`config.mk`:
```
export PLATFORM = sky130hd
export DESIGN_NAME = byte_word_line_tokenizer_flat
export DESIGN_NICKNAME = d
export VERILOG_FILES = /design/src/hw/rtl/bwlt_pkg.sv /design/src/hw/rtl/bwlt_in_if.sv /design/src/hw/rtl/bwlt_out_if.sv /design/src/hw/rtl/byte_word_line_tokenizer.sv /design/src/flat_wrapper.sv
export SDC_FILE = /design/constraint.sdc
export NUM_CORES = 1
export LEC_CHECK = 0
export BUFFER_PORTS_ARGS = -buffer_cell sky130_fd_sc_hd__buf_2
export CAP_MARGIN = 10
export CORE_AREA = 3 3 189 191
export CTS_CLUSTER_SIZE = 30
export DETAILED_ROUTE_END_ITERATION = 10
export DIE_AREA = 0 0 192 194
export PLACE_DENSITY_LB_ADDON = 0.3
export RECOVER_POWER = 100
export SYNTH_ARGS = -nofsm -noshare
export SYNTH_HDL_FRONTEND = slang
export SYNTH_SLANG_ARGS = --single-unit
```
`constraint.sdc`:
```
create_clock -name clk -period 7.75 [get_ports clk]
set_input_delay 1.9375 -clock clk [delete_from_list [all_inputs] [get_ports clk]]
set_output_delay 1.9375 -clock clk [all_outputs]
set_load 0.01 [all_outputs]
```
`src/hw/rtl/bwlt_pkg.sv`:
```
// Shared types, constants and helpers for the byte word and line tokenizer.
package bwlt_pkg;

  // Size of the text buffer in bytes; offsets saturate below it.
  localparam int unsigned BUFFER_BYTES = 65536;

  localparam int unsigned CNT_W   = 16;
  localparam int unsigned MASK_W  = 64;
  localparam int unsigned MASK_N  = 4;
  localparam int unsigned CFG_IDX_W = $clog2(MASK_N);

  localparam logic [CNT_W-1:0] CNT_MAX = {CNT_W{1'b1}};
  localparam logic [CNT_W-1:0] POS_CAP = (BUFFER_BYTES - 1 < 65535) ?
                                         CNT_W'(BUFFER_BYTES - 1) : CNT_MAX;

  // Line ending characters.
  localparam logic [7:0] CHAR_LF = 8'h0A;
  localparam logic [7:0] CHAR_CR = 8'h0D;

  // Separator mask register indexes and their reset values.
  localparam logic [CFG_IDX_W-1:0] REG_SEP_MASK_0 = 2'd0;
  localparam logic [CFG_IDX_W-1:0] REG_SEP_MASK_1 = 2'd1;
  localparam logic [CFG_IDX_W-1:0] REG_SEP_MASK_2 = 2'd2;
  localparam logic [CFG_IDX_W-1:0] REG_SEP_MASK_3 = 2'd3;

  localparam logic [MASK_W-1:0] SEP_MASK_0_RST = 64'h2000_0001_FFFF_FFFF;
  localparam logic [MASK_W-1:0] SEP_MASK_1_RST = 64'h9000_0000_0000_0000;
  localparam logic [MASK_W-1:0] SEP_MASK_2_RST = 64'hFFFF_FFFF_FFFF_FFFF;
  localparam logic [MASK_W-1:0] SEP_MASK_3_RST = 64'hFFFF_FFFF_FFFF_FFFF;

  typedef struct packed {
    logic [7:0] text_byte;
    logic       end_of_buffer;
  } in_item_t;

  typedef struct packed {
    logic             has_word;
    logic [CNT_W-1:0] word_start;
    logic [CNT_W-1:0] word_length;
    logic [CNT_W-1:0] line_number;
    logic [CNT_W-1:0] word_in_line;
    logic             closes_line;
    logic             buffer_done;
    logic [CNT_W-1:0] line_total;
  } out_item_t;

  // Increment, holding at the top value.
  function automatic logic [CNT_W-1:0] sat_inc(input logic [CNT_W-1:0] v);
    return (v == CNT_MAX) ? v : v + CNT_W'(1);
  endfunction

endpackage

```
`src/hw/rtl/bwlt_in_if.sv`:
```
// Valid/ready channel carrying input bytes.
interface bwlt_in_if;
  import bwlt_pkg::*;

  logic     valid;
  logic     ready;
  in_item_t data;

  modport source (output valid, output data, input ready);
  modport sink   (input valid, input data, output ready);
endinterface

```
`src/hw/rtl/bwlt_out_if.sv`:
```
// Valid/ready channel carrying word records.
interface bwlt_out_if;
  import bwlt_pkg::*;

  logic      valid;
  logic      ready;
  out_item_t data;

  modport source (output valid, output data, input ready);
  modport sink   (input valid, input data, output ready);
endinterface

```
`src/hw/rtl/byte_word_line_tokenizer.sv`:
```
// Top level of the byte word and line tokenizer.
//
// Takes one text byte per cycle and gives at most one word record per byte.
// Each accepted byte lands in an input register, is classified against the
// 256-bit separator mask and the offset/line counters, and its record (if
// any) goes to an output register; a new byte is taken every cycle as long
// as the output register is free or being drained. Bytes 10 and 13 end a
// line and always emit a record; a separator emits a record only when it
// closes a non-empty word; the byte flagged end_of_buffer always emits a
// record with the line count and resets the counters for the next buffer.
// Write the separator masks only while the block is idle.
module byte_word_line_tokenizer (
  input  logic                             clk,
  input  logic                             rst_n,
  bwlt_in_if.sink                          in_ch,
  bwlt_out_if.source                       out_ch,
  input  logic                             cfg_we,
  input  logic [bwlt_pkg::CFG_IDX_W-1:0]   cfg_idx,
  input  logic [bwlt_pkg::MASK_W-1:0]      cfg_wdata
);
  import bwlt_pkg::*;

  logic [MASK_W-1:0] sep_mask_r [MASK_N];

  logic              in_vld_r;
  in_item_t          in_item_r;

  logic [CNT_W-1:0]  pos_r, pos_nxt;
  logic [CNT_W-1:0]  tok_r, tok_nxt;
  logic [CNT_W-1:0]  line_r, line_nxt;
  logic [CNT_W-1:0]  wil_r, wil_nxt;

  logic              out_vld_r;
  out_item_t         out_item_r;
  out_item_t         rec;

  logic              is_nl, is_sep, close_sep, emit, flush, produce, advance, last;
  logic [CNT_W-1:0]  pos_inc, tok_after, line_after, wil_after, word_end;
  logic [7:0]        b;

  // Separator mask registers
  always_ff @(posedge clk) begin
    if (!rst_n) begin
      sep_mask_r[REG_SEP_MASK_0] <= SEP_MASK_0_RST;
      sep_mask_r[REG_SEP_MASK_1] <= SEP_MASK_1_RST;
      sep_mask_r[REG_SEP_MASK_2] <= SEP_MASK_2_RST;
      sep_mask_r[REG_SEP_MASK_3] <= SEP_MASK_3_RST;
    end else if (cfg_we) begin
      sep_mask_r[cfg_idx] <= cfg_wdata;
    end
  end

  // Classify the held byte
  assign b      = in_item_r.text_byte;
  assign last   = in_item_r.end_of_buffer;
  assign is_nl  = (b == CHAR_LF) || (b == CHAR_CR);
  assign is_sep = !is_nl && sep_mask_r[b[7:6]][b[5:0]];

  assign pos_inc   = (pos_r < POS_CAP) ? pos_r + CNT_W'(1) : POS_CAP;
  assign close_sep = is_sep && (pos_r != tok_r);
  assign emit      = is_nl || close_sep;
  assign tok_after = (is_nl || is_sep) ? pos_inc : tok_r;
  assign line_after = is_nl ? sat_inc(line_r) : line_r;
  assign flush     = last && !emit && (pos_inc != tok_after);
  assign produce   = emit || last;
  assign word_end  = emit ? pos_r : pos_inc;

  always_comb begin
    if (is_nl) begin
      wil_after = '0;
    end else if (close_sep) begin
      wil_after = sat_inc(wil_r);
    end else begin
      wil_after = wil_r;
    end
  end

  // Build the record
  always_comb begin
    rec = '0;
    if (emit || flush) begin
      rec.has_word     = 1'b1;
      rec.word_start   = tok_r;
      rec.word_length  = word_end - tok_r;
      rec.line_number  = line_r;
      rec.word_in_line = wil_r;
      rec.closes_line  = is_nl;
    end
    rec.buffer_done = last;
    rec.line_total  = last ? sat_inc(line_after) : '0;
  end

  // Advance the held byte when its record has room
  assign advance      = in_vld_r && (!produce || !out_vld_r || out_ch.ready);
  assign in_ch.ready  = !in_vld_r || advance;

  // Next counter state; the final byte clears everything
  always_comb begin
    pos_nxt  = pos_r;
    tok_nxt  = tok_r;
    line_nxt = line_r;
    wil_nxt  = wil_r;
    if (advance) begin
      if (last) begin
        pos_nxt  = '0;
        tok_nxt  = '0;
        line_nxt = '0;
        wil_nxt  = '0;
      end else begin
        pos_nxt  = pos_inc;
        tok_nxt  = tok_after;
        line_nxt = line_after;
        wil_nxt  = wil_after;
      end
    end
  end

  always_ff @(posedge clk) begin
    if (!rst_n) begin
      pos_r  <= '0;
      tok_r  <= '0;
      line_r <= '0;
      wil_r  <= '0;
    end else begin
      pos_r  <= pos_nxt;
      tok_r  <= tok_nxt;
      line_r <= line_nxt;
      wil_r  <= wil_nxt;
    end
  end

  // Input register
  always_ff @(posedge clk) begin
    if (!rst_n) begin
      in_vld_r <= 1'b0;
    end else if (in_ch.ready) begin
      in_vld_r <= in_ch.valid;
    end
  end

  always_ff @(posedge clk) begin
    if (in_ch.valid && in_ch.ready) begin
      in_item_r <= in_ch.data;
    end
  end

  // Output register
  always_ff @(posedge clk) begin
    if (!rst_n) begin
      out_vld_r <= 1'b0;
    end else if (advance && produce) begin
      out_vld_r <= 1'b1;
    end else if (out_ch.ready) begin
      out_vld_r <= 1'b0;
    end
  end

  always_ff @(posedge clk) begin
    if (advance && produce) begin
      out_item_r <= rec;
    end
  end

  assign out_ch.valid = out_vld_r;
  assign out_ch.data  = out_item_r;

endmodule
```
`src/flat_wrapper.sv`:
```
// flat-port wrapper written by rule: the top's interface ports become plain ports
module byte_word_line_tokenizer_flat import bwlt_pkg::*;
  (clk, rst_n, cfg_we, cfg_idx, cfg_wdata, in_ch_valid, in_ch_data, in_ch_ready, out_ch_valid, out_ch_data, out_ch_ready);
  bwlt_in_if in_ch_i ();
  bwlt_out_if out_ch_i ();
  input  logic clk;
  input  logic rst_n;
  input  logic cfg_we;
  input  logic [bwlt_pkg::CFG_IDX_W-1:0] cfg_idx;
  input  logic [bwlt_pkg::MASK_W-1:0] cfg_wdata;
  input wire logic [$bits(in_ch_i.valid)-1:0] in_ch_valid;
  input wire logic [$bits(in_ch_i.data)-1:0] in_ch_data;
  output wire logic [$bits(in_ch_i.ready)-1:0] in_ch_ready;
  output wire logic [$bits(out_ch_i.valid)-1:0] out_ch_valid;
  output wire logic [$bits(out_ch_i.data)-1:0] out_ch_data;
  input wire logic [$bits(out_ch_i.ready)-1:0] out_ch_ready;
  assign in_ch_i.valid = in_ch_valid;
  assign in_ch_i.data = in_ch_data;
  assign in_ch_ready = in_ch_i.ready;
  assign out_ch_valid = out_ch_i.valid;
  assign out_ch_data = out_ch_i.data;
  assign out_ch_i.ready = out_ch_ready;
  byte_word_line_tokenizer u_core (.clk(clk), .rst_n(rst_n), .in_ch(in_ch_i), .out_ch(out_ch_i), .cfg_we(cfg_we), .cfg_idx(cfg_idx), .cfg_wdata(cfg_wdata));
endmodule
```
After elaboration in Yosys (flattened, before gate mapping)
Memories as Yosys holds them, arrays and structs flattened. A register that Yosys moved wholly into a read port is not among the register bits.
Cells that the tools add are included.
{"block": "totals", "romBits": 0, "inputBits": 80, "output_inout_bits": 85, "n_memories": 1, "ram_bits": 256, "latchBits": 0, "elab_cells": 82, "reg_bits": 158}
{"name": "u_core.sep_mask_r", "words": 4, "word_bits": 64, "read_ports": 1, "rd_ports_with_merged_regs": 1, "write_ports": 4, "line_no": "byte_word_line_tokenizer.sv:23", "source": "logic [MASK_W-1:0] sep_mask_r [MASK_N];"}
{"block": "op_classes", "n_mul": 0, "n_addsub": 5, "magnitude_cmp": 2, "n_reduce_logical": 24, "n_mux": 26, "bitwise": 0, "n_div": 0, "eq_ne": 8, "shift": 0}
{"op": "$mux W16", "n": 13}
{"op": "$mux W66", "n": 1}
{"op": "$add A16 B1 Y16 const B", "n": 4}
{"op": "$mux W64", "n": 1}
{"op": "$reduce_or A64 Y1", "n": 1}
{"op": "$eq A16 B16 Y1 const B", "n": 3}
{"op": "$ne A16 B16 Y1", "n": 2}
{"op": "$eq A8 B4 Y1 const B", "n": 2}
{"op": "$lt A16 B16 Y1 const B", "n": 1}
{"op": "$sub A16 B16 Y16", "n": 1}
{"op": "$logic_or A1 B1 Y1", "n": 8}
{"op": "$mux W1", "n": 8}
{"op": "$logic_and A1 B1 Y1", "n": 7}
{"op": "$lt A6 B7 Y1 const B", "n": 1}
{"op": "$bmux W1 S6", "n": 1}
{"op": "$logic_not A1 Y1", "n": 5}
{"op": "$mux W2", "n": 2}
{"op": "$ne A3 B1 Y1 const B", "n": 1}
{"op": "$reduce_and A3 Y1", "n": 1}
{"op": "$reduce_bool A3 Y1", "n": 1}
{"op": "$reduce_bool A2 Y1", "n": 1}

Depth between registers and ports, before layout
{"block": "logic_depth", "depth_word": 14, "mapped_depth": 25, "ltp_nobuf": 19}

Worst setup path before layout
Ideal clock, no wire load.
{"block": "synth_timing", "path_kind": "flip-flop to flip-flop", "start": "reg u_core.in_item_r (netlist bit u_core.b[0])", "end": "reg u_core.out_item_r (netlist bit u_core.out_ch.data[0]) (enable)", "required_time_ns": 7.225, "stages_incl_launch_ff": 12, "slack_ns": 1.399, "n_path_buf": 3, "period_less_slack_ns": 6.351, "setup_time_ns": 0.525, "arrival_time_ns": 5.826, "cell_sequence": "edfxtp_1 clkbuf_1 nor2_1 clkbuf_1 nand2_1 a31oi_1 a211oi_1 nor4_1 and2b_1 nor3_2 buf_2 nor2_1"}
{"block": "synth_via", "elab_chain_cells": 12, "elab_cells_between_ends": 15, "cone_classes": "eq/ne: 2; mux: 2; reduce/logical: 11"}
{"item": "start, declared", "line_no": "byte_word_line_tokenizer.sv:26", "source": "in_item_t in_item_r;"}
{"item": "start signal, assigned", "line_no": "byte_word_line_tokenizer.sv:143", "source": "in_item_r <= in_ch.data;"}
{"item": "branches (longest 5 deep; another with $bmux W1 S6)"}
{"item": "$logic_or A1 B1 Y1 *", "line_no": "byte_word_line_tokenizer.sv:61", "source": "assign emit = is_nl || close_sep;"}
{"item": "$logic_or A1 B1 Y1 *", "line_no": "byte_word_line_tokenizer.sv:65", "source": "assign produce = emit || last;"}
{"item": "$logic_not A1 Y1", "line_no": "byte_word_line_tokenizer.sv:94", "source": "assign advance = in_vld_r && (!produce || !out_vld_r || out_ch.ready);"}
{"item": "$logic_or A1 B1 Y1 (2 in series)", "line_no": "byte_word_line_tokenizer.sv:94"}
{"item": "$logic_and A1 B1 Y1", "line_no": "byte_word_line_tokenizer.sv:94"}
{"item": "$logic_and A1 B1 Y1 *", "line_no": "byte_word_line_tokenizer.sv:159", "source": "if (advance && produce) begin"}
{"item": "end signal, assigned", "line_no": "byte_word_line_tokenizer.sv:160", "source": "out_item_r <= rec;"}
{"item": "end, declared", "line_no": "byte_word_line_tokenizer.sv:34", "source": "out_item_t out_item_r;"}
Mark *: on every way between the ends. The select of a mux whose other input is x is not followed.
A chain may end at the register's enable or synchronous reset.

==> flow_metrics.py <==
metrics = {
    "outcome": {
        "status": "complete, but fails checks",
        "failing_checks": "capacitance limit, slew limit",
    },
    "clock_tree": {
        "cts_buffers": 43,
        "cts_tree": "built",
        "root_buffer_cell": "sky130_fd_sc_hd__clkbuf_16",
        "holdBufCountCts": 0,
        "cts.reportedPaths.clkPinSlew_ns": 0.06,
        "clock_path_buffers": 3,
        "htree_num_levels": 2,
        "post-cts-setup-buffer-count": 0,
        "clock_network_latency_to_the_later_pin_of_the_worst_skew_pair_ns": 0.53,
        "cts-resized-gates": 0,
        "cts.sink_count": 416,
    },
    "place": {
        "placed_area_um2": 21570,
        "dp_slack_ns": 1.287,
        "half_perimeter_wire_length_after_placement_mm": 31.02,
        "gp_congestion": 0.9372,
        "io_buffer_count": 164,
    },
    "global_routing": {
        "track_usage_pct": 25.53,
        "largest_net_degree_at_the_start_of_global_routing": 84,
        "grt_first_pass_wirelength_mm": 74.76,
        "number_of_global_route_vias_before_repair": 13487,
        "number_of_antenna_violations_at_the_first_check_in_global_routing": 3,
        "global_route_overflow": 0,
    },
    "synth": {
        "ys_warn_count": 0,
        "synth.net_count": 1757,
        "postSynthCellCount": 1657,
        "avgSynthCellArea_um2": 12.36,
        "synth_cell_type_count": 79,
        "syn-cell-area_um2": 20490,
        "async_reset_ff_share_pct": 0,
        "yosys_register_bits": 416,
        "synth.yosys.seq_area_share_pct": 57.65,
        "synth_enable_flop_cells": 348,
        "postSynth.topFlopCell": "sky130_fd_sc_hd__edfxtp_1",
    },
    "timing": {
        "final_worst_setup_slack_ns": 0.7471,
        "max_slew_margin_pct": -180.5,
        "final_min_period_over_clock_period_pct": 90.36,
        "rsz_0062_raised_after_global_routing": "false",
        "final_max_slew_viol_count": 406,
        "report.final.hold_viol_count": 0,
        "setup_viol": 0,
        "final.setup.tns_ns": 0,
        "final.min_clock_period_ns": 7.003,
        "finalClockSkew_ns": 0.009760,
        "fmax_ghz": 0.1428,
        "worst_slew_pin_slew_ns": 4.207,
    },
    "min_path": {
        "hold_class": "register to register",
    },
    "floorplan": {
        "floorplan.core_area_um2": 34290,
        "dieArea_um2": 37250,
        "chipWidth_um": 192,
        "ios": 165,
        "rows": 68,
        "initial_core_util_pct": 59.75,
        "vertical_die_dimension_um": 194,
    },
    "pwr": {
        "max-vdd-ir-drop_mv": 0.2055,
        "p_per_area_nw_per_um2": 221.9,
        "p_leak_nw": 7.700,
        "p_total_mw": 5.040,
    },
    "routing": {
        "post_drt_wl_per_cell_um": 21.27,
        "dr.first_iter.drc_count": 1150,
        "post_drt_via_cell_ratio": 6.043,
        "drt_drc_violations_left": 0,
        "route.vias.total": 13658,
        "dr.pass1.iters": 5,
        "wirelength_mm": 48.08,
        "remaining_antenna_violation_count_after_routing": 0,
    },
    "worst_setup_path": {
        "worstPathCellList": "clkbuf_1 > nand2_2 > clkbuf_1 > nor3b_1 > clkbuf_2 > nand2b_2 > buf_2",
        "criticalPathCategory": "input port to register",
        "cell_type_group_with_the_largest_total_delay_on_the_critical_path": "buffers and inverters",
        "worst_path_maximum_fanout": 67,
        "crit_path_frequent_cell": "sky130_fd_sc_hd__clkbuf_1",
        "worstSetupEndpointType": "register",
        "worst_ep_arrival_time_ns": 7.13,
        "critical_path.slowest_cell": "sky130_fd_sc_hd__buf_2",
        "cp.required_ns": 7.87,
        "cp_slowest_stage_delay_ns": 1.29,
        "worstPathBufferInverterCount": 4,
        "start_kind": "input port",
    },
    "layout": {
        "area_growth_pct": 10.88,
        "fraction_of_layout_instances_using_a_drive_strength_above_1_pct": 20.17,
        "finish.utilization_pct": 66.25,
        "multi_input_comb_area_um2": 8029,
        "final_net_count": 1876,
        "antenna_diodes": 0,
        "ff_latch_area_um2": 11820,
        "layout.filler_cells": 2610,
        "final_design_area_no_fill_um2": 22720,
    },
    "run": {
        "max-cap-violations": 10,
    },
}
## sequential cells by signal (all words and copies together) (netlist names), named ones only
name,cells
u_core.b,8
u_core.in_vld_r,1
u_core.last,1
u_core.line_r,16
u_core.out_ch.data,83
u_core.out_ch.valid,1
u_core.pos_r,16
u_core.sep_mask_r,256
u_core.tok_r,16
u_core.wil_r,16
## kinds of logic after synthesis
logic type	synth area share, %
AOI/OAI and AO/OA	7.677
xor gates and xnor gates	2.522
adders and majority gates	1.258
buffers and inverters	3.108
DFF	57.65
muxes	9.405
and+or+nand+nor	18.38
## final cells by class
| class | count | share of cell area [%] |
|---|---|---|
| flip-flops and latches | 416 | 52.02 |
| multi-input cells | 1098 | 35.34 |
| clock buffers | 52 | 4.885 |
| repair buffers | 187 | 3.734 |
| well taps | 455 | 2.506 |
| clock inverters | 22 | 1.019 |
| inverters | 30 | 0.4957 |
## worst register-to-register path, cell delays in order (launching register included)
cell	delay (ns)
sky130_fd_sc_hd__dfxtp_2	1.08
sky130_fd_sc_hd__clkbuf_1	0.80
sky130_fd_sc_hd__mux4_2	0.43
sky130_fd_sc_hd__a2111oi_0	0.46
sky130_fd_sc_hd__a22o_1	0.20
sky130_fd_sc_hd__a211oi_1	0.07
sky130_fd_sc_hd__a31o_2	0.26
sky130_fd_sc_hd__or2_1	0.51
sky130_fd_sc_hd__mux2i_1	0.23
sky130_fd_sc_hd__ha_1	0.25
sky130_fd_sc_hd__fa_1	0.39
sky130_fd_sc_hd__nor2b_1	0.15
sky130_fd_sc_hd__o21ai_0	0.11
sky130_fd_sc_hd__a21boi_0	0.27
sky130_fd_sc_hd__o21ai_0	0.15
sky130_fd_sc_hd__a21oi_1	0.22
sky130_fd_sc_hd__a41o_1	0.26
sky130_fd_sc_hd__o211ai_1	0.15
sky130_fd_sc_hd__or3b_2	0.46
sky130_fd_sc_hd__a41oi_1	0.18
## layout by cell type, fill, tap and decap left out, drive strengths merged, types with 25 or more instances in the layout
master  Yosys  routed
a21oi      25      25
and2      139     139
buf        40      83
clkbuf     73     156
dfxtp      68      68
edfxtp    348     348
inv        30      31
mux2i      53      53
mux4       57      57
nand2      76      76
nand2b     53      53
nand3      30      30
nor2      126     126
nor3       26      26
o21ai      39      39
or2       138     138
xnor2      38      38
## worst paths after layout
kind	end	cells past startpoint	start	slack, ns
min	u_core.wil_r[7]	2	u_core.wil_r[7]	0.49
max reg2reg	u_core.out_ch.data[64]	19	register	0.95
min reg2reg	u_core.wil_r[7]	2	u_core.wil_r[7]	0.49
max	u_core.sep_mask_r[1][13]	7	rst_n	0.75
## layer usage
layer  share of wire [%]  global-route usage, %  wire length, µm  vias to the layer above
li1                    -                      -                -                     6328
met1                  40                  34.35            19240                     6686
met2                  49                  42.77            23720                      537
met3                 7.6                  4.231             3654                      101
met4                 3.0                  7.960             1434                        6
met5               0.071                      0               34                        -
## cell usage after synthesis, types with 4 or more instances
cell type	count	area [µm²]
sky130_fd_sc_hd__nor2b_1	12	75.07
sky130_fd_sc_hd__nand3_1	30	150.1
sky130_fd_sc_hd__o22ai_1	8	50.05
sky130_fd_sc_hd__inv_1	29	108.9
sky130_fd_sc_hd__o32ai_1	15	131.4
sky130_fd_sc_hd__a22oi_1	16	120.1
sky130_fd_sc_hd__and4_1	7	61.31
sky130_fd_sc_hd__nand2_1	76	285.3
sky130_fd_sc_hd__a41oi_1	10	87.58
sky130_fd_sc_hd__a21o_1	5	37.54
sky130_fd_sc_hd__mux4_2	57	1284
sky130_fd_sc_hd__ha_1	19	237.7
sky130_fd_sc_hd__mux2_2	10	112.6
sky130_fd_sc_hd__buf_1	4	15.01
sky130_fd_sc_hd__a31oi_1	13	81.33
sky130_fd_sc_hd__o21ai_0	37	185.2
sky130_fd_sc_hd__nor4_1	7	43.79
sky130_fd_sc_hd__xnor2_1	38	332.8
sky130_fd_sc_hd__and3_1	17	106.4
sky130_fd_sc_hd__buf_4	9	67.56
sky130_fd_sc_hd__dfxtp_1	68	1361
sky130_fd_sc_hd__nand4_1	17	106.4
sky130_fd_sc_hd__clkbuf_1	72	270.3
sky130_fd_sc_hd__xor2_1	21	183.9
sky130_fd_sc_hd__buf_6	5	56.30
sky130_fd_sc_hd__buf_2	22	110.1
sky130_fd_sc_hd__or4_1	4	30.03
sky130_fd_sc_hd__nand3b_1	4	30.03
sky130_fd_sc_hd__a211oi_1	19	142.6
sky130_fd_sc_hd__or3_1	12	75.07
sky130_fd_sc_hd__a21oi_1	25	125.1
sky130_fd_sc_hd__nor3_1	25	125.1
sky130_fd_sc_hd__nor3b_1	7	52.55
sky130_fd_sc_hd__nor2_1	126	473.0
sky130_fd_sc_hd__o211ai_1	4	30.03
sky130_fd_sc_hd__a21boi_0	7	52.55
sky130_fd_sc_hd__o2111ai_1	5	43.79
sky130_fd_sc_hd__or2_2	136	850.8
sky130_fd_sc_hd__nand2b_1	53	331.6
sky130_fd_sc_hd__mux2i_1	53	530.5
sky130_fd_sc_hd__a2111oi_0	6	52.55
sky130_fd_sc_hd__o21a_1	8	60.06
sky130_fd_sc_hd__and2_1	139	869.6
sky130_fd_sc_hd__edfxtp_1	348	10450
## stage by stage
stage          hold slack (ns)  instances
3_5_place_dp            0.4787       2186
5_1_grt                 0.5141       2260
3_3_place_gp            0.4664       2186
4_1_cts                 0.4868       2260
6_report                0.4869       2260
2_1_floorplan           0.4244       1657
## power breakdown
group | internal [mW] | switching [mW]
Sequential | 2.55 | 0.0565
Combinational | 0.173 | 0.250
Clock | 1.18 | 0.825
Total | 3.91 | 1.13
No activity file was read; power rests on OpenSTA's default activity.
